[config.mk]
export PLATFORM = sky130hd
export DESIGN_NAME = cascaded_pi_duty_controller_core
export DESIGN_NICKNAME = d
export VERILOG_FILES = /design/src/rtl/cpd_pkg.sv /design/src/rtl/cpd_csr.sv /design/src/rtl/cpd_sequencer.sv /design/src/rtl/cpd_datapath.sv /design/src/rtl/cascaded_pi_duty_controller_core.sv
export VERILOG_INCLUDE_DIRS = /design/src /design/src/rtl
export SDC_FILE = /design/constraint.sdc
export NUM_CORES = 2
export LEC_CHECK = 0
export BUFFER_PORTS_ARGS = -buffer_cell sky130_fd_sc_hd__buf_4
export CORE_UTILIZATION = 30
export DETAILED_ROUTE_END_ITERATION = 10
export PLACE_DENSITY = 0.54
export SYNTH_ARGS = -nofsm -noshare
export SYNTH_HDL_FRONTEND = slang
export SYNTH_HIERARCHICAL = 1
export SYNTH_SLANG_ARGS = --single-unit
[constraint.sdc]
create_clock -name clock -period 13.15 [get_ports clock]
set_input_delay 3.945 -clock clock [delete_from_list [all_inputs] [get_ports clock]]
set_output_delay 3.945 -clock clock [all_outputs]
set_load 0.005 [all_outputs]
[src/rtl/assert_macros.svh]
// ----------------------------------------------------------------------------
// Assertion macros used by the controller RTL
// Clocked on clock and silenced while reset is high.
// ----------------------------------------------------------------------------
`ifndef ASSERT_MACROS_SVH
`define ASSERT_MACROS_SVH

`ifndef SYNTH

// Condition that holds at every clock edge
`define CPD_ASSERT(lbl, expr, msg) \
   lbl: assert property (@(posedge clock) disable iff (reset) (expr)) else $error(msg);

// Same-cycle implication
`define CPD_ASSERT_IMPL(lbl, ante, cons, msg) \
   lbl: assert property (@(posedge clock) disable iff (reset) (ante) |-> (cons)) \
      else $error(msg);

// Next-cycle implication
`define CPD_ASSERT_NEXT(lbl, ante, cons, msg) \
   lbl: assert property (@(posedge clock) disable iff (reset) (ante) |=> (cons)) \
      else $error(msg);

`else

`define CPD_ASSERT(lbl, expr, msg)
`define CPD_ASSERT_IMPL(lbl, ante, cons, msg)
`define CPD_ASSERT_NEXT(lbl, ante, cons, msg)

`endif

`endif

[src/rtl/cpd_pkg.sv]
// ----------------------------------------------------------------------------
// cpd_pkg
// Widths, register map, configuration type and the microcode program of the
// cascaded PI duty controller.
// ----------------------------------------------------------------------------
`default_nettype none

package cpd_pkg;

   // Field widths
   localparam int SIG_W     = 16;           // Q8.8 signals
   localparam int GAIN_W    = 16;           // Q3.13 gains
   localparam int LIMIT_W   = 15;           // unsigned clamps
   localparam int DUTY_W    = 20;
   localparam int ERR_W     = SIG_W + 1;    // exact difference of two signals
   localparam int PREV_I_W  = ERR_W + 1;    // stored current error
   localparam int DIFF_W    = PREV_I_W + 1; // error minus previous error
   localparam int MUL_A_W   = GAIN_W + 1;   // gain as a signed operand
   localparam int PROD_W    = MUL_A_W + DIFF_W;
   localparam int ACC_W     = PROD_W + 1;

   localparam int GAIN_FRAC_BITS  = 13;
   localparam int DUTY_MULTIPLIER = 30;
   localparam int INC_W           = ACC_W - GAIN_FRAC_BITS;
   localparam int SUM_W           = INC_W + 1;
   localparam int ROUND_HALF      = 1 << (GAIN_FRAC_BITS - 1);

   // Configuration port
   localparam int CSR_DATA_W = 32;
   localparam int CSR_ADDR_W = 5;
   localparam int CSR_IDX_W  = 3;

   typedef enum logic [CSR_IDX_W-1:0] {
      REG_VOLTAGE_REFERENCE  = 3'd0,
      REG_VOLTAGE_PROP_GAIN  = 3'd1,
      REG_VOLTAGE_INTEG_GAIN = 3'd2,
      REG_SETPOINT_LIMIT     = 3'd3,
      REG_CURRENT_PROP_GAIN  = 3'd4,
      REG_CURRENT_INTEG_GAIN = 3'd5,
      REG_DRIVE_MAX          = 3'd6
   } reg_idx_type;

   localparam logic signed [SIG_W-1:0] RST_VOLTAGE_REFERENCE  = 16'sd1280;
   localparam logic [GAIN_W-1:0]       RST_VOLTAGE_PROP_GAIN  = 16'd4009;
   localparam logic [GAIN_W-1:0]       RST_VOLTAGE_INTEG_GAIN = 16'd143;
   localparam logic [LIMIT_W-1:0]      RST_SETPOINT_LIMIT     = 15'd5120;
   localparam logic [GAIN_W-1:0]       RST_CURRENT_PROP_GAIN  = 16'd25058;
   localparam logic [GAIN_W-1:0]       RST_CURRENT_INTEG_GAIN = 16'd1844;
   localparam logic [LIMIT_W-1:0]      RST_DRIVE_MAX          = 15'd2560;

   typedef struct packed {
      logic signed [SIG_W-1:0] voltage_reference;
      logic [GAIN_W-1:0]       voltage_prop_gain;
      logic [GAIN_W-1:0]       voltage_integ_gain;
      logic [LIMIT_W-1:0]      setpoint_limit;
      logic [GAIN_W-1:0]       current_prop_gain;
      logic [GAIN_W-1:0]       current_integ_gain;
      logic [LIMIT_W-1:0]      drive_max;
   } cfg_type;

   // Microcode
   localparam int STEP_W = 4;

   typedef enum logic [2:0] {
      OP_EVAL,      // error and error difference of the selected loop
      OP_MUL_P,     // kp * difference
      OP_MUL_I,     // park kp product with rounding, ki * error
      OP_SUM,       // add both products
      OP_UPDATE,    // shift, add to loop state, clamp, store error
      OP_DUTY_MUL,  // multiplier times switch voltage
      OP_DUTY_SAT,  // saturate into held duty
      OP_EMIT       // hand held duty to the output register
   } dp_op_type;

   typedef enum logic {
      LOOP_VOLTAGE,
      LOOP_CURRENT
   } loop_type;

   typedef enum logic {
      JC_NONE,
      JC_NO_STROBE
   } jump_cond_type;

   typedef struct packed {
      dp_op_type           op;
      loop_type            loop;
      jump_cond_type       jc;
      logic [STEP_W-1:0]   target;
      logic                last;
   } ctl_word_type;

   // Control handed from the sequencer to the datapath
   typedef struct packed {
      logic      run;
      dp_op_type op;
      loop_type  loop;
   } dp_ctl_type;

   localparam logic [STEP_W-1:0] STEP_FIRST = 4'd0;
   localparam logic [STEP_W-1:0] STEP_EMIT  = 4'd12;
   localparam logic [STEP_W-1:0] STEP_LAST  = STEP_EMIT;

   function automatic ctl_word_type ucode_rom(input logic [STEP_W-1:0] step);
      ctl_word_type w;
      w = '{op: OP_EMIT, loop: LOOP_VOLTAGE, jc: JC_NONE, target: STEP_FIRST, last: 1'b1};
      unique case (step)
         4'd0:  w = '{op: OP_EVAL,     loop: LOOP_VOLTAGE, jc: JC_NO_STROBE,
                     target: STEP_EMIT, last: 1'b0};
         4'd1:  w = '{op: OP_MUL_P,    loop: LOOP_VOLTAGE, jc: JC_NONE,
                     target: STEP_FIRST, last: 1'b0};
         4'd2:  w = '{op: OP_MUL_I,    loop: LOOP_VOLTAGE, jc: JC_NONE,
                     target: STEP_FIRST, last: 1'b0};
         4'd3:  w = '{op: OP_SUM,      loop: LOOP_VOLTAGE, jc: JC_NONE,
                     target: STEP_FIRST, last: 1'b0};
         4'd4:  w = '{op: OP_UPDATE,   loop: LOOP_VOLTAGE, jc: JC_NONE,
                     target: STEP_FIRST, last: 1'b0};
         4'd5:  w = '{op: OP_EVAL,     loop: LOOP_CURRENT, jc: JC_NONE,
                     target: STEP_FIRST, last: 1'b0};
         4'd6:  w = '{op: OP_MUL_P,    loop: LOOP_CURRENT, jc: JC_NONE,
                     target: STEP_FIRST, last: 1'b0};
         4'd7:  w = '{op: OP_MUL_I,    loop: LOOP_CURRENT, jc: JC_NONE,
                     target: STEP_FIRST, last: 1'b0};
         4'd8:  w = '{op: OP_SUM,      loop: LOOP_CURRENT, jc: JC_NONE,
                     target: STEP_FIRST, last: 1'b0};
         4'd9:  w = '{op: OP_UPDATE,   loop: LOOP_CURRENT, jc: JC_NONE,
                     target: STEP_FIRST, last: 1'b0};
         4'd10: w = '{op: OP_DUTY_MUL, loop: LOOP_CURRENT, jc: JC_NONE,
                     target: STEP_FIRST, last: 1'b0};
         4'd11: w = '{op: OP_DUTY_SAT, loop: LOOP_CURRENT, jc: JC_NONE,
                     target: STEP_FIRST, last: 1'b0};
         default: w = '{op: OP_EMIT,   loop: LOOP_VOLTAGE, jc: JC_NONE,
                     target: STEP_FIRST, last: 1'b1};
      endcase
      return w;
   endfunction

endpackage

`default_nettype wire

[src/rtl/cpd_csr.sv]
// ----------------------------------------------------------------------------
// cpd_csr
// Configuration register bank behind the APB-style port.
// ----------------------------------------------------------------------------
`default_nettype none

module cpd_csr (
   input  wire logic                           clock,
   input  wire logic                           reset,
   input  wire logic                           csr_psel,
   input  wire logic                           csr_penable,
   input  wire logic                           csr_pwrite,
   input  wire logic [cpd_pkg::CSR_ADDR_W-1:0] csr_paddr,
   input  wire logic [cpd_pkg::CSR_DATA_W-1:0] csr_pwdata,
   output logic      [cpd_pkg::CSR_DATA_W-1:0] csr_prdata,
   output logic                                csr_pready,
   output cpd_pkg::cfg_type                    cfg
);
   import cpd_pkg::*;

   cfg_type                cfg_ff;
   cfg_type                cfg_in;
   logic                   wr_en;
   logic [CSR_IDX_W-1:0]   idx;

   assign csr_pready = 1'b1;
   assign idx        = csr_paddr[CSR_ADDR_W-1:2];
   assign wr_en      = csr_psel & csr_penable & csr_pwrite;
   assign cfg        = cfg_ff;

   always_comb begin
      cfg_in = cfg_ff;
      if (wr_en) begin
         unique case (idx)
            REG_VOLTAGE_REFERENCE:  cfg_in.voltage_reference  = $signed(csr_pwdata[SIG_W-1:0]);
            REG_VOLTAGE_PROP_GAIN:  cfg_in.voltage_prop_gain  = csr_pwdata[GAIN_W-1:0];
            REG_VOLTAGE_INTEG_GAIN: cfg_in.voltage_integ_gain = csr_pwdata[GAIN_W-1:0];
            REG_SETPOINT_LIMIT:     cfg_in.setpoint_limit     = csr_pwdata[LIMIT_W-1:0];
            REG_CURRENT_PROP_GAIN:  cfg_in.current_prop_gain  = csr_pwdata[GAIN_W-1:0];
            REG_CURRENT_INTEG_GAIN: cfg_in.current_integ_gain = csr_pwdata[GAIN_W-1:0];
            REG_DRIVE_MAX:          cfg_in.drive_max          = csr_pwdata[LIMIT_W-1:0];
            default: ;  // unmapped: drop the write
         endcase
      end
   end

   always_comb begin
      unique case (idx)
         REG_VOLTAGE_REFERENCE:
            csr_prdata = {{(CSR_DATA_W-SIG_W){1'b0}}, cfg_ff.voltage_reference};
         REG_VOLTAGE_PROP_GAIN:
            csr_prdata = {{(CSR_DATA_W-GAIN_W){1'b0}}, cfg_ff.voltage_prop_gain};
         REG_VOLTAGE_INTEG_GAIN:
            csr_prdata = {{(CSR_DATA_W-GAIN_W){1'b0}}, cfg_ff.voltage_integ_gain};
         REG_SETPOINT_LIMIT:
            csr_prdata = {{(CSR_DATA_W-LIMIT_W){1'b0}}, cfg_ff.setpoint_limit};
         REG_CURRENT_PROP_GAIN:
            csr_prdata = {{(CSR_DATA_W-GAIN_W){1'b0}}, cfg_ff.current_prop_gain};
         REG_CURRENT_INTEG_GAIN:
            csr_prdata = {{(CSR_DATA_W-GAIN_W){1'b0}}, cfg_ff.current_integ_gain};
         REG_DRIVE_MAX:
            csr_prdata = {{(CSR_DATA_W-LIMIT_W){1'b0}}, cfg_ff.drive_max};
         default:
            csr_prdata = '0;
      endcase
   end

   always_ff @(posedge clock) begin
      if (reset) begin
         cfg_ff.voltage_reference  <= RST_VOLTAGE_REFERENCE;
         cfg_ff.voltage_prop_gain  <= RST_VOLTAGE_PROP_GAIN;
         cfg_ff.voltage_integ_gain <= RST_VOLTAGE_INTEG_GAIN;
         cfg_ff.setpoint_limit     <= RST_SETPOINT_LIMIT;
         cfg_ff.current_prop_gain  <= RST_CURRENT_PROP_GAIN;
         cfg_ff.current_integ_gain <= RST_CURRENT_INTEG_GAIN;
         cfg_ff.drive_max          <= RST_DRIVE_MAX;
      end else begin
         cfg_ff <= cfg_in;
      end
   end

endmodule

`default_nettype wire

[src/rtl/cpd_sequencer.sv]
// ----------------------------------------------------------------------------
// cpd_sequencer
// Step counter over the microcode table, with the strobe jump and the
// hand-off of the finished beat to the output register.
// ----------------------------------------------------------------------------
`default_nettype none

`include "assert_macros.svh"

module cpd_sequencer (
   input  wire logic                clock,
   input  wire logic                reset,
   input  wire logic                in_valid,
   output logic                     in_stall,
   input  wire logic                strobe,
   input  wire logic                out_free,
   output logic                     start,
   output logic                     emit,
   output cpd_pkg::dp_ctl_type      ctl
);
   import cpd_pkg::*;

   logic                busy_ff;
   logic                busy_in;
   logic [STEP_W-1:0]   step_ff;
   logic [STEP_W-1:0]   step_in;
   ctl_word_type        cw;

   assign cw       = ucode_rom(step_ff);
   // hold off input beats while reset is high as well as while busy
   assign in_stall = busy_ff | reset;
   assign start    = in_valid & ~in_stall;
   assign emit     = busy_ff & cw.last & out_free;

   assign ctl.run  = busy_ff;
   assign ctl.op   = cw.op;
   assign ctl.loop = cw.loop;

   always_comb begin
      busy_in = busy_ff;
      step_in = step_ff;
      priority if (!busy_ff) begin
         if (in_valid) begin
            busy_in = 1'b1;
            step_in = STEP_FIRST;
         end
      end else if (cw.last) begin
         if (out_free) begin
            busy_in = 1'b0;
         end
      end else if (cw.jc == JC_NO_STROBE && !strobe) begin
         step_in = cw.target;
      end else begin
         step_in = step_ff + STEP_W'(1);
      end
   end

   always_ff @(posedge clock) begin
      if (reset) begin
         busy_ff <= 1'b0;
         step_ff <= STEP_FIRST;
      end else begin
         busy_ff <= busy_in;
         step_ff <= step_in;
      end
   end

   `CPD_ASSERT_IMPL(a_step_in_program, busy_ff, step_ff <= STEP_LAST, "step beyond program")
   `CPD_ASSERT_NEXT(a_start_at_top, start, busy_ff && step_ff == STEP_FIRST, "bad program start")
   `CPD_ASSERT_IMPL(a_emit_on_last, emit, busy_ff && cw.op == OP_EMIT, "emit off last step")
   `CPD_ASSERT_NEXT(a_emit_frees, emit, !busy_ff, "sequencer busy after emit")

endmodule

`default_nettype wire

[src/rtl/cpd_datapath.sv]
// ----------------------------------------------------------------------------
// cpd_datapath
// Shared multiplier, accumulator and loop state of both PI loops, driven by
// one microcode control word per cycle.
// ----------------------------------------------------------------------------
`default_nettype none

module cpd_datapath (
   input  wire logic                          clock,
   input  wire logic                          reset,
   input  wire logic                          start,
   input  wire logic                          in_update_strobe,
   input  wire logic signed [cpd_pkg::SIG_W-1:0] in_v_measured,
   input  wire logic signed [cpd_pkg::SIG_W-1:0] in_i_measured,
   input  cpd_pkg::cfg_type                   cfg,
   input  cpd_pkg::dp_ctl_type                ctl,
   output logic                               strobe,
   output logic             [cpd_pkg::DUTY_W-1:0] held_duty
);
   import cpd_pkg::*;

   // Latched sample
   logic                       strobe_ff;
   logic signed [SIG_W-1:0]    v_ff;
   logic signed [SIG_W-1:0]    i_ff;

   // Loop state
   logic signed [ERR_W-1:0]    prev_v_err_ff;
   logic signed [SIG_W-1:0]    setpoint_ff;
   logic signed [PREV_I_W-1:0] prev_i_err_ff;
   logic signed [SIG_W-1:0]    switch_v_ff;
   logic        [DUTY_W-1:0]   held_duty_ff;

   // Working registers
   logic signed [ERR_W-1:0]    err_ff;
   logic signed [DIFF_W-1:0]   diff_ff;
   logic signed [PROD_W-1:0]   prod_ff;
   logic signed [ACC_W-1:0]    acc_ff;

   logic signed [ERR_W-1:0]    err_c;
   logic signed [DIFF_W-1:0]   prev_c;
   logic signed [DIFF_W-1:0]   diff_c;
   logic signed [MUL_A_W-1:0]  mul_a;
   logic signed [DIFF_W-1:0]   mul_b;
   logic signed [PROD_W-1:0]   mul_p;
   logic signed [INC_W-1:0]    inc_c;
   logic signed [SUM_W-1:0]    sum_c;
   logic signed [SUM_W-1:0]    hi_c;
   logic signed [SUM_W-1:0]    lo_c;
   logic signed [SUM_W-1:0]    clamp_c;
   logic        [DUTY_W-1:0]   sat_c;

   assign strobe    = strobe_ff;
   assign held_duty = held_duty_ff;

   // Error of the selected loop and its step against the stored error
   always_comb begin
      unique case (ctl.loop)
         LOOP_VOLTAGE: begin
            err_c  = {cfg.voltage_reference[SIG_W-1], cfg.voltage_reference}
                   - {v_ff[SIG_W-1], v_ff};
            prev_c = {{(DIFF_W-ERR_W){prev_v_err_ff[ERR_W-1]}}, prev_v_err_ff};
         end
         LOOP_CURRENT: begin
            err_c  = {setpoint_ff[SIG_W-1], setpoint_ff} - {i_ff[SIG_W-1], i_ff};
            prev_c = {{(DIFF_W-PREV_I_W){prev_i_err_ff[PREV_I_W-1]}}, prev_i_err_ff};
         end
         default: begin
            err_c  = '0;
            prev_c = '0;
         end
      endcase
      diff_c = {{(DIFF_W-ERR_W){err_c[ERR_W-1]}}, err_c} - prev_c;
   end

   // Operand selection for the shared multiplier
   always_comb begin
      mul_a = '0;
      mul_b = '0;
      unique case (ctl.op)
         OP_MUL_P: begin
            mul_a = (ctl.loop == LOOP_VOLTAGE) ? $signed({1'b0, cfg.voltage_prop_gain})
                                               : $signed({1'b0, cfg.current_prop_gain});
            mul_b = diff_ff;
         end
         OP_MUL_I: begin
            mul_a = (ctl.loop == LOOP_VOLTAGE) ? $signed({1'b0, cfg.voltage_integ_gain})
                                               : $signed({1'b0, cfg.current_integ_gain});
            mul_b = {{(DIFF_W-ERR_W){err_ff[ERR_W-1]}}, err_ff};
         end
         OP_DUTY_MUL: begin
            mul_a = MUL_A_W'(DUTY_MULTIPLIER);
            mul_b = {{(DIFF_W-SIG_W){switch_v_ff[SIG_W-1]}}, switch_v_ff};
         end
         default: ;
      endcase
      mul_p = mul_a * mul_b;
   end

   // Floor shift of the rounded sum, add to loop state, clamp
   always_comb begin
      inc_c = acc_ff[ACC_W-1:GAIN_FRAC_BITS];
      hi_c  = '0;
      lo_c  = '0;
      sum_c = '0;
      unique case (ctl.loop)
         LOOP_VOLTAGE: begin
            sum_c = {{(SUM_W-SIG_W){setpoint_ff[SIG_W-1]}}, setpoint_ff}
                  + {inc_c[INC_W-1], inc_c};
            hi_c  = {{(SUM_W-LIMIT_W){1'b0}}, cfg.setpoint_limit};
            lo_c  = -hi_c;
         end
         LOOP_CURRENT: begin
            sum_c = {{(SUM_W-SIG_W){switch_v_ff[SIG_W-1]}}, switch_v_ff}
                  + {inc_c[INC_W-1], inc_c};
            hi_c  = {{(SUM_W-LIMIT_W){1'b0}}, cfg.drive_max};
            lo_c  = '0;
         end
         default: ;
      endcase
      priority if (sum_c > hi_c) begin
         clamp_c = hi_c;
      end else if (sum_c < lo_c) begin
         clamp_c = lo_c;
      end else begin
         clamp_c = sum_c;
      end
   end

   // Switch voltage is never negative, so only the top bits decide
   assign sat_c = (|prod_ff[PROD_W-1:DUTY_W]) ? {DUTY_W{1'b1}} : prod_ff[DUTY_W-1:0];

   // Sample latch and working registers
   always_ff @(posedge clock) begin
      if (start) begin
         strobe_ff <= in_update_strobe;
         v_ff      <= in_v_measured;
         i_ff      <= in_i_measured;
      end
      if (ctl.run) begin
         unique case (ctl.op)
            OP_EVAL: begin
               err_ff  <= err_c;
               diff_ff <= diff_c;
            end
            OP_MUL_P, OP_DUTY_MUL: begin
               prod_ff <= mul_p;
            end
            OP_MUL_I: begin
               acc_ff  <= {prod_ff[PROD_W-1], prod_ff} + ACC_W'(ROUND_HALF);
               prod_ff <= mul_p;
            end
            OP_SUM: begin
               acc_ff  <= acc_ff + {prod_ff[PROD_W-1], prod_ff};
            end
            default: ;
         endcase
      end
   end

   // Loop state
   always_ff @(posedge clock) begin
      if (reset) begin
         prev_v_err_ff <= '0;
         setpoint_ff   <= '0;
         prev_i_err_ff <= '0;
         switch_v_ff   <= '0;
         held_duty_ff  <= '0;
      end else if (ctl.run) begin
         unique case (ctl.op)
            OP_UPDATE: begin
               if (ctl.loop == LOOP_VOLTAGE) begin
                  setpoint_ff   <= clamp_c[SIG_W-1:0];
                  prev_v_err_ff <= err_ff;
               end else begin
                  switch_v_ff   <= clamp_c[SIG_W-1:0];
                  prev_i_err_ff <= {err_ff[ERR_W-1], err_ff};
               end
            end
            OP_DUTY_SAT: begin
               held_duty_ff <= sat_c;
            end
            default: ;
         endcase
      end
   end

endmodule

`default_nettype wire

[src/rtl/cascaded_pi_duty_controller_core.sv]
// ----------------------------------------------------------------------------
// cascaded_pi_duty_controller_core
// Cascaded voltage/current PI controller producing a converter duty command.
// ----------------------------------------------------------------------------
// Each input beat carries an update strobe and the measured voltage and
// current (signed Q8.8) and yields exactly one output beat, duty_value. With
// the strobe set, the outer voltage loop adds a velocity-form PI increment
// (kp on the error step, ki on the error, gains unsigned Q3.13, rounded half
// up) to the current setpoint and clamps it to plus or minus setpoint_limit;
// the inner current loop does the same to the switch voltage, clamped to
// zero..drive_max, and the duty value becomes thirty times that voltage.
// Without the strobe the previous duty value is repeated and no state moves.
// Sequencing: a strobed beat walks the 13-step microcode program that runs
// both loops and the duty product through one shared 17 x 19 bit multiplier,
// at most one product per step; a held beat jumps from the first step to the
// emit step. A new beat is taken only once the program is done, but the
// output register lets it be taken while the last result waits on rsp_stall.
// Configuration registers sit at byte addresses 4*i on the csr_ port, are
// written with psel, penable and pwrite high, and must only change while the
// block is idle.
// ----------------------------------------------------------------------------
`default_nettype none

module cascaded_pi_duty_controller_core (
   input  wire logic                              clock,
   input  wire logic                              reset,
   // input beats
   input  wire logic                              req_valid,
   output logic                                   req_stall,
   input  wire logic                              req_update_strobe,
   input  wire logic signed [cpd_pkg::SIG_W-1:0]  req_v_measured,
   input  wire logic signed [cpd_pkg::SIG_W-1:0]  req_i_measured,
   // result beats
   output logic                                   rsp_valid,
   input  wire logic                              rsp_stall,
   output logic             [cpd_pkg::DUTY_W-1:0] rsp_duty_value,
   // configuration
   input  wire logic                              csr_psel,
   input  wire logic                              csr_penable,
   input  wire logic                              csr_pwrite,
   input  wire logic        [cpd_pkg::CSR_ADDR_W-1:0] csr_paddr,
   input  wire logic        [cpd_pkg::CSR_DATA_W-1:0] csr_pwdata,
   output logic             [cpd_pkg::CSR_DATA_W-1:0] csr_prdata,
   output logic                                   csr_pready
);
   import cpd_pkg::*;

   cfg_type                cfg;
   dp_ctl_type             ctl;
   logic                   start;
   logic                   emit;
   logic                   strobe;
   logic                   out_free;
   logic [DUTY_W-1:0]      held_duty;

   logic                   rsp_valid_ff;
   logic                   rsp_valid_in;
   logic [DUTY_W-1:0]      rsp_duty_ff;

   // Register bank
   cpd_csr u_csr (
      .clock       (clock),
      .reset       (reset),
      .csr_psel    (csr_psel),
      .csr_penable (csr_penable),
      .csr_pwrite  (csr_pwrite),
      .csr_paddr   (csr_paddr),
      .csr_pwdata  (csr_pwdata),
      .csr_prdata  (csr_prdata),
      .csr_pready  (csr_pready),
      .cfg         (cfg)
   );

   // Microcode sequencer: accepts a beat when idle, walks the program,
   // jumps straight to the emit step when the strobe is clear
   cpd_sequencer u_seq (
      .clock    (clock),
      .reset    (reset),
      .in_valid (req_valid),
      .in_stall (req_stall),
      .strobe   (strobe),
      .out_free (out_free),
      .start    (start),
      .emit     (emit),
      .ctl      (ctl)
   );

   // Shared-multiplier datapath holding both loops' state
   cpd_datapath u_dp (
      .clock            (clock),
      .reset            (reset),
      .start            (start),
      .in_update_strobe (req_update_strobe),
      .in_v_measured    (req_v_measured),
      .in_i_measured    (req_i_measured),
      .cfg              (cfg),
      .ctl              (ctl),
      .strobe           (strobe),
      .held_duty        (held_duty)
   );

   // Output register: the slot is free when empty or being drained this cycle
   assign out_free = ~rsp_valid_ff | ~rsp_stall;

   always_comb begin
      rsp_valid_in = rsp_valid_ff;
      priority if (emit) begin
         rsp_valid_in = 1'b1;      // load the new beat
      end else if (!rsp_stall) begin
         rsp_valid_in = 1'b0;      // drop the beat once taken
      end
   end

   always_ff @(posedge clock) begin
      if (reset) begin
         rsp_valid_ff <= 1'b0;
      end else begin
         rsp_valid_ff <= rsp_valid_in;
      end
      if (emit) begin
         rsp_duty_ff <= held_duty;  // hold until taken
      end
   end

   assign rsp_valid      = rsp_valid_ff;
   assign rsp_duty_value = rsp_duty_ff;

endmodule

`default_nettype wire

# --- Yosys cells after proc, flatten, opt, wreduce, memory -nomap -nowiden ---
# Memories as Yosys holds them, arrays and structs flattened. A register that Yosys moved wholly into a read port is not among the register bits.
# Cells that the tools add are included.
classes:
  addsub: 9
  multipliers: 1
  magnitude_cmp: 2
  n_eq_ne: 14
  n_mux: 26
  n_bitwise: 11
  reduce_logical: 22
op_table:
  columns: ["operator", "count"]
  rows:
  - ["one-hot mux 25 bit (2 select lines)", 3]
  - ["one-hot mux 16 bit (7 select lines)", 1]
  - ["one-hot mux 37 bit (2 select lines)", 1]
  - ["two-way mux 16 bit", 4]
  - ["one-hot mux 19 bit (3 select lines)", 1]
  - ["adder 16 x 24 -> 25 bit", 2]
  - ["one-hot mux 16 bit (3 select lines)", 1]
  - ["one-hot mux 19 bit (2 select lines)", 1]
  - ["adder 36 x 14 -> 37 bit (second input constant)", 1]
  - ["adder 37 bit", 1]
  - ["multiplier 17 x 19 -> 36 bit", 1]
  - ["one-hot mux 17 bit (2 select lines)", 1]
  - ["subtractor 16 x 16 -> 17 bit", 2]
  - ["> comparator 25 bit", 1]
  - ["< comparator 25 bit", 1]
  - ["negator 15 -> 25 bit", 1]
  - ["two-way mux 4 bit", 6]
  - ["AND reduction 2 bit", 12]
  - ["two-way mux 20 bit", 1]
  - ["subtractor 19 bit", 1]
  - ["equality test 3 bit (second input constant)", 6]
  - ["OR reduction 16 bit", 1]
  - ["equality test 3 x 2 -> 1 bit (second input constant)", 4]
  - ["equality test 3 x 1 -> 1 bit (second input constant)", 2]
  - ["13 further kinds", 29]
word_totals:
  ff_bits: 364
  rom_bits: 128
  in_bits: 77
  out_inout_bits: 55
  word_cells: 109
  memories: 1
mem_list:
  columns: ["memory", "depth", "width", "read_ports", "rd_ports_with_merged_regs", "write_ports", "line_no", "rtl"]
  rows:
  - ["(no name shown)", 16, 8, 1, 1, 0, "cpd_pkg.sv:107", "unique case (step)"]

# --- Longest topological paths before layout ---
logic_depth:
  depth_word: 7
  depth_mapped: 33
  ltp_nobuf: 28

# --- Modules after synthesis ---
# Netlist, hierarchy kept.
by_module_without_submodules:
  columns: ["module", "n_inst", "cells_each", "area_each_um2", "seq_area_each_um2"]
  rows:
  - ["cpd_datapath", 1, 3219, 28157.0, 5985.7]
  - ["cpd_csr", 1, 589, 5325.1, 2202.1]
  - ["cpd_sequencer", 1, 71, 653.1, 220.2]
  - ["cascaded_pi_duty_controller_core", 1, 24, 633.1, 620.6]

# --- Least setup slack after synthesis ---
# Ideal clock, no wire load.
synth_timing:
  path_kind: "input-to-output"
  from: "in csr_paddr[4] (netlist bit)"
  to: "out csr_prdata[12] (netlist bit)"
  t_arrival_ns: 4.951
  required_time_ns: 9.205
  slack_ns: 4.254
  cell_stages: 6
  n_path_buf: 3
  path_cell_list: "buf_2 > buf_2 > nor2_1 > clkbuf_1 > a32oi_1 > o211ai_1"
synth_via:
  elab_chain_len: 2
  word_cells_on_any_way: 8
  cone_classes: "6 x eq/ne; 1 x mux; 1 x reduce/logical"
synth_lines:
  columns: ["item", "line_no", "rtl"]
  rows:
  - ["from (decl)", "cascaded_pi_duty_controller_core.sv:41", "input wire logic [cpd_pkg::CSR_ADDR_W-1:0] csr_paddr,"]
  - ["equality test 3 bit, or another cell as far along", "cpd_csr.sv:48", "unique case (idx)"]
  - ["one-hot mux 16 bit (7 select lines) *", "cpd_csr.sv:48", null]
  - ["to (decl)", "cascaded_pi_duty_controller_core.sv:43", "output logic [cpd_pkg::CSR_DATA_W-1:0] csr_prdata,"]
# Every way passes the cells marked *; elsewhere a longest branch is shown, timed or not.

# --- Worst setup path after layout ---
layout_timing:
  from: "in csr_paddr[2] (netlist bit)"
  to: "out csr_prdata[10] (netlist bit)"
# The elaborated chain is that of the path after synthesis.

==> results.sh <==
export IMPL_run_status="finished, violations left"
export IMPL_violations="design-rule violations"
export IMPL_overflow=0
export IMPL_insertedDiodeCount=0
export IMPL_hold_violations=0
export IMPL_rr_worst_depth=24
export IMPL_synth_top_family_by_area="adder cells"
export IMPL_grt_pass1_vias=27657
export IMPL_clk_pin_slew_ps=60
export IMPL_port_buffers=96
export IMPL_synth_top_area_cell="fa_1"
export IMPL_worstPathArrival_ps=5820
export IMPL_rsz0062_at_grt="no"
export IMPL_netlist_instances=3903
export IMPL_p_per_area_nw_per_um2=117
export IMPL_area_growth_pct=10.8
export IMPL_core_um2=115000
export IMPL_min_path_cells=0
export IMPL_vdd_drop_max_mv=0.108
export IMPL_synthMuxAreaShare_pct=5.30
export IMPL_num_vias=27906
export IMPL_worst_slew_margin_rel_pct=12.4
export IMPL_die_area_um2=117000
export IMPL_synth_xor_area_share_pct=3.63
export IMPL_max_freq_ghz=0.102
export IMPL_worstSetupPathType="in2out"
export IMPL_route_met3_wl_um=6730
export IMPL_ant_nets=0
export IMPL_met1_length_um=47400
export IMPL_synthTopCellsByArea="fa_1 18%, edfxtp_1 14%, dfxtp_1 12%"
export IMPL_first_iter_violations=2231
export IMPL_crit_chain="buf_4 -> nor2b_1 -> buf_4 -> a22oi_1 -> o211ai_1 -> buf_4"
export IMPL_crit_family="buffers and inverters"
export IMPL_ys_warn_count=6
export IMPL_dp_hpwl_um=81700
export IMPL_cts_tree="built"
export IMPL_grt_max_degree=89
export IMPL_antenna_found_initial=9
export IMPL_wl_per_cell_um=19.7
export IMPL_drc=4
export IMPL_fin_crit_sh_pct=74.2
export IMPL_ioPinCount=132
export IMPL_yosys_top_cells_count="492 x inv_1, 382 x nand2_1, 330 x nor2_1"
export IMPL_cts_buffer_depth=3
export IMPL_p_leak_nw=16.7
export IMPL_critPathMostFrequentCell="buf_4"
export IMPL_ff2ff_setup_slack_ps=3950
export IMPL_cts_hold_buf=0
export IMPL_worstSetupEndpointType="output pin"
export IMPL_synth_top_flop_cell="dfxtp_1"
export IMPL_rows=124
export IMPL_final_fill_count=11917
export IMPL_synthSimpleGateAreaFrac_pct=15.8
export IMPL_worst_slew_pin_slew_ps=1310
export IMPL_crit_fanout=26
export IMPL_layout_drive_gt1_share_pct=7.65
export IMPL_syn_area_um2=34800
export IMPL_synth_top_area_share_pct=18.0
export IMPL_synth_compound_area_share_pct=14.5
export IMPL_ys_types=91
export IMPL_cts_root_buf="clkbuf_16"
export IMPL_crit_buf_inv=3
export IMPL_top_layer_used="met5"
export IMPL_final_nets=4545
export IMPL_postSynthAreaPerCell_um2=8.91
export IMPL_slowest_stage="nor2b_1"
export IMPL_numCtsBuffers=45
export IMPL_clkLatencyLatePin_ps=630
export IMPL_die_w_um=342
export IMPL_cp_num_cells=6
export IMPL_cts_resized=0
export IMPL_post_cts_repair_setup_buffers=0
export IMPL_cts_htree_levels=2
export IMPL_setup_viol=0
export IMPL_via_per_inst=5.11
export IMPL_grt_usage_pct=18.3
export IMPL_yosys_area_share_adder_pct=26.8
export IMPL_tns_ps=0
export IMPL_max_stage_delay_ps=650
export IMPL_initial_core_util_pct=30.3
export IMPL_dr_wl_met2_um=50800
export IMPL_period_minus_slack_ps=9760
export IMPL_drtPass1Iterations=11
export IMPL_finalInstanceArea_um2=38500
export IMPL_wirelength_um=107000
export IMPL_die_y_um=342
export IMPL_grt_first_pass_wirelength_um=165000
export IMPL_drv_cap=0
export IMPL_clock_sinks=370
export IMPL_start_kind="input port"
export IMPL_fin_skew_ps=45.0
export IMPL_yosysSeqAreaShare_pct=26.0
export IMPL_gp_congestion=0.890
export IMPL_synth_most_common_cell="inv_1"
export IMPL_finalMaxSlewViolations=0
export IMPL_hp_class="reg2reg"
export IMPL_dpl_cell_area_um2=36900
export IMPL_synth_seq_cells=370
export IMPL_async_flop_share_pct=0
export IMPL_synth_edf_count=162
export IMPL_critPathRequiredTime_ps=9200
## power by group
part	leakage (nW)	internal, mW	switching (mW)	total (mW)
clock	0.780	0.778	0.557	1.33
combinational	12.8	0.657	1.16	1.81
sequential	3.14	1.30	0.0709	1.38
total	16.7	2.74	1.78	4.52
## layout by cell type (no fill, tap or decap), types with 30 or more instances in the layout
cell         n
edfxtp_1   162
a21o_1      77
mux2_2      42
buf_4      142
dfxtp_1    207
ha_1       246
o211ai_1    31
inv_1      492
xor2_1      54
nor2b_1     51
clkbuf_16   49
nor3_1      55
fa_1       312
nand2_1    382
a22oi_1     36
mux2i_1    137
nand2b_1    92
o21ai_0    188
nand3_1     95
nor2_1     329
xnor2_1     90
a21oi_1    202
and2_1      30
## sequential cells by signal, summed over array words and instances, names as in the netlist, 17 cells and up
signal              count
u_csr/cfg             110
u_dp/acc_ff            37
u_dp/prod_ff           36
rsp_duty_value         20
u_dp/held_duty         20
u_dp/diff_ff           19
u_dp/err_ff            17
u_dp/prev_i_err_ff     17
u_dp/prev_v_err_ff     17
## layer usage
layer,track usage (%),up-vias
met3,2.77,123
met4,4.34,6
li1,-,13203
met5,0,-
met2,30.7,757
met1,24.5,13817
## worst paths after layout
| check | startpoint | endpoint |
|---|---|---|
| max | csr_paddr[2] | csr_prdata[10] |
| min | u_dp/held_duty[11] | rsp_duty_value[11] |
| min reg2reg | u_dp/held_duty[11] | rsp_duty_value[11] |
| max reg2reg | u_seq/cw[6] | u_dp/prod_ff[35] |
## cells by family (layout without fill, tap and decap cells)
family	count (synthesis)	after routing
compound gates	784	784
mux	179	179
flops	370	370
simple gates	1175	1175
buf+inv	691	720
fa+ha+maj	558	558
other cells	2	17
xor+xnor	144	144
## through the flow
stage          hold slack (ps)  power (mW)  cells  utilization [%]  worst slack [ps]
4_1_cts                    427        4.56   5459             33.6              3500
5_1_grt                    436        4.82   5459             33.6              3420
3_3_place_gp               411        3.20   5375             32.2              3510
2_1_floorplan              403        2.62   3918                -              4250
6_report                   425        4.52   5459             33.6              3390
3_5_place_dp               410        3.21   5375             32.2              3510
## final cells by class
| cell class | count | area (um^2) | share of cell area (%) |
|---|---|---|---|
| Clock buffer | 62 | 1330 | 3.44 |
| Clock inverter | 22 | 273 | 0.708 |
| Inverter | 493 | 1850 | 4.80 |
| Multi-Input combinational cell | 2857 | 23100 | 59.9 |
| Sequential cell | 370 | 9030 | 23.4 |
| Tap cell | 1512 | 1890 | 4.91 |
| Timing Repair Buffer | 143 | 1080 | 2.80 |
Note: power is estimated with default switching activity, not from simulation.
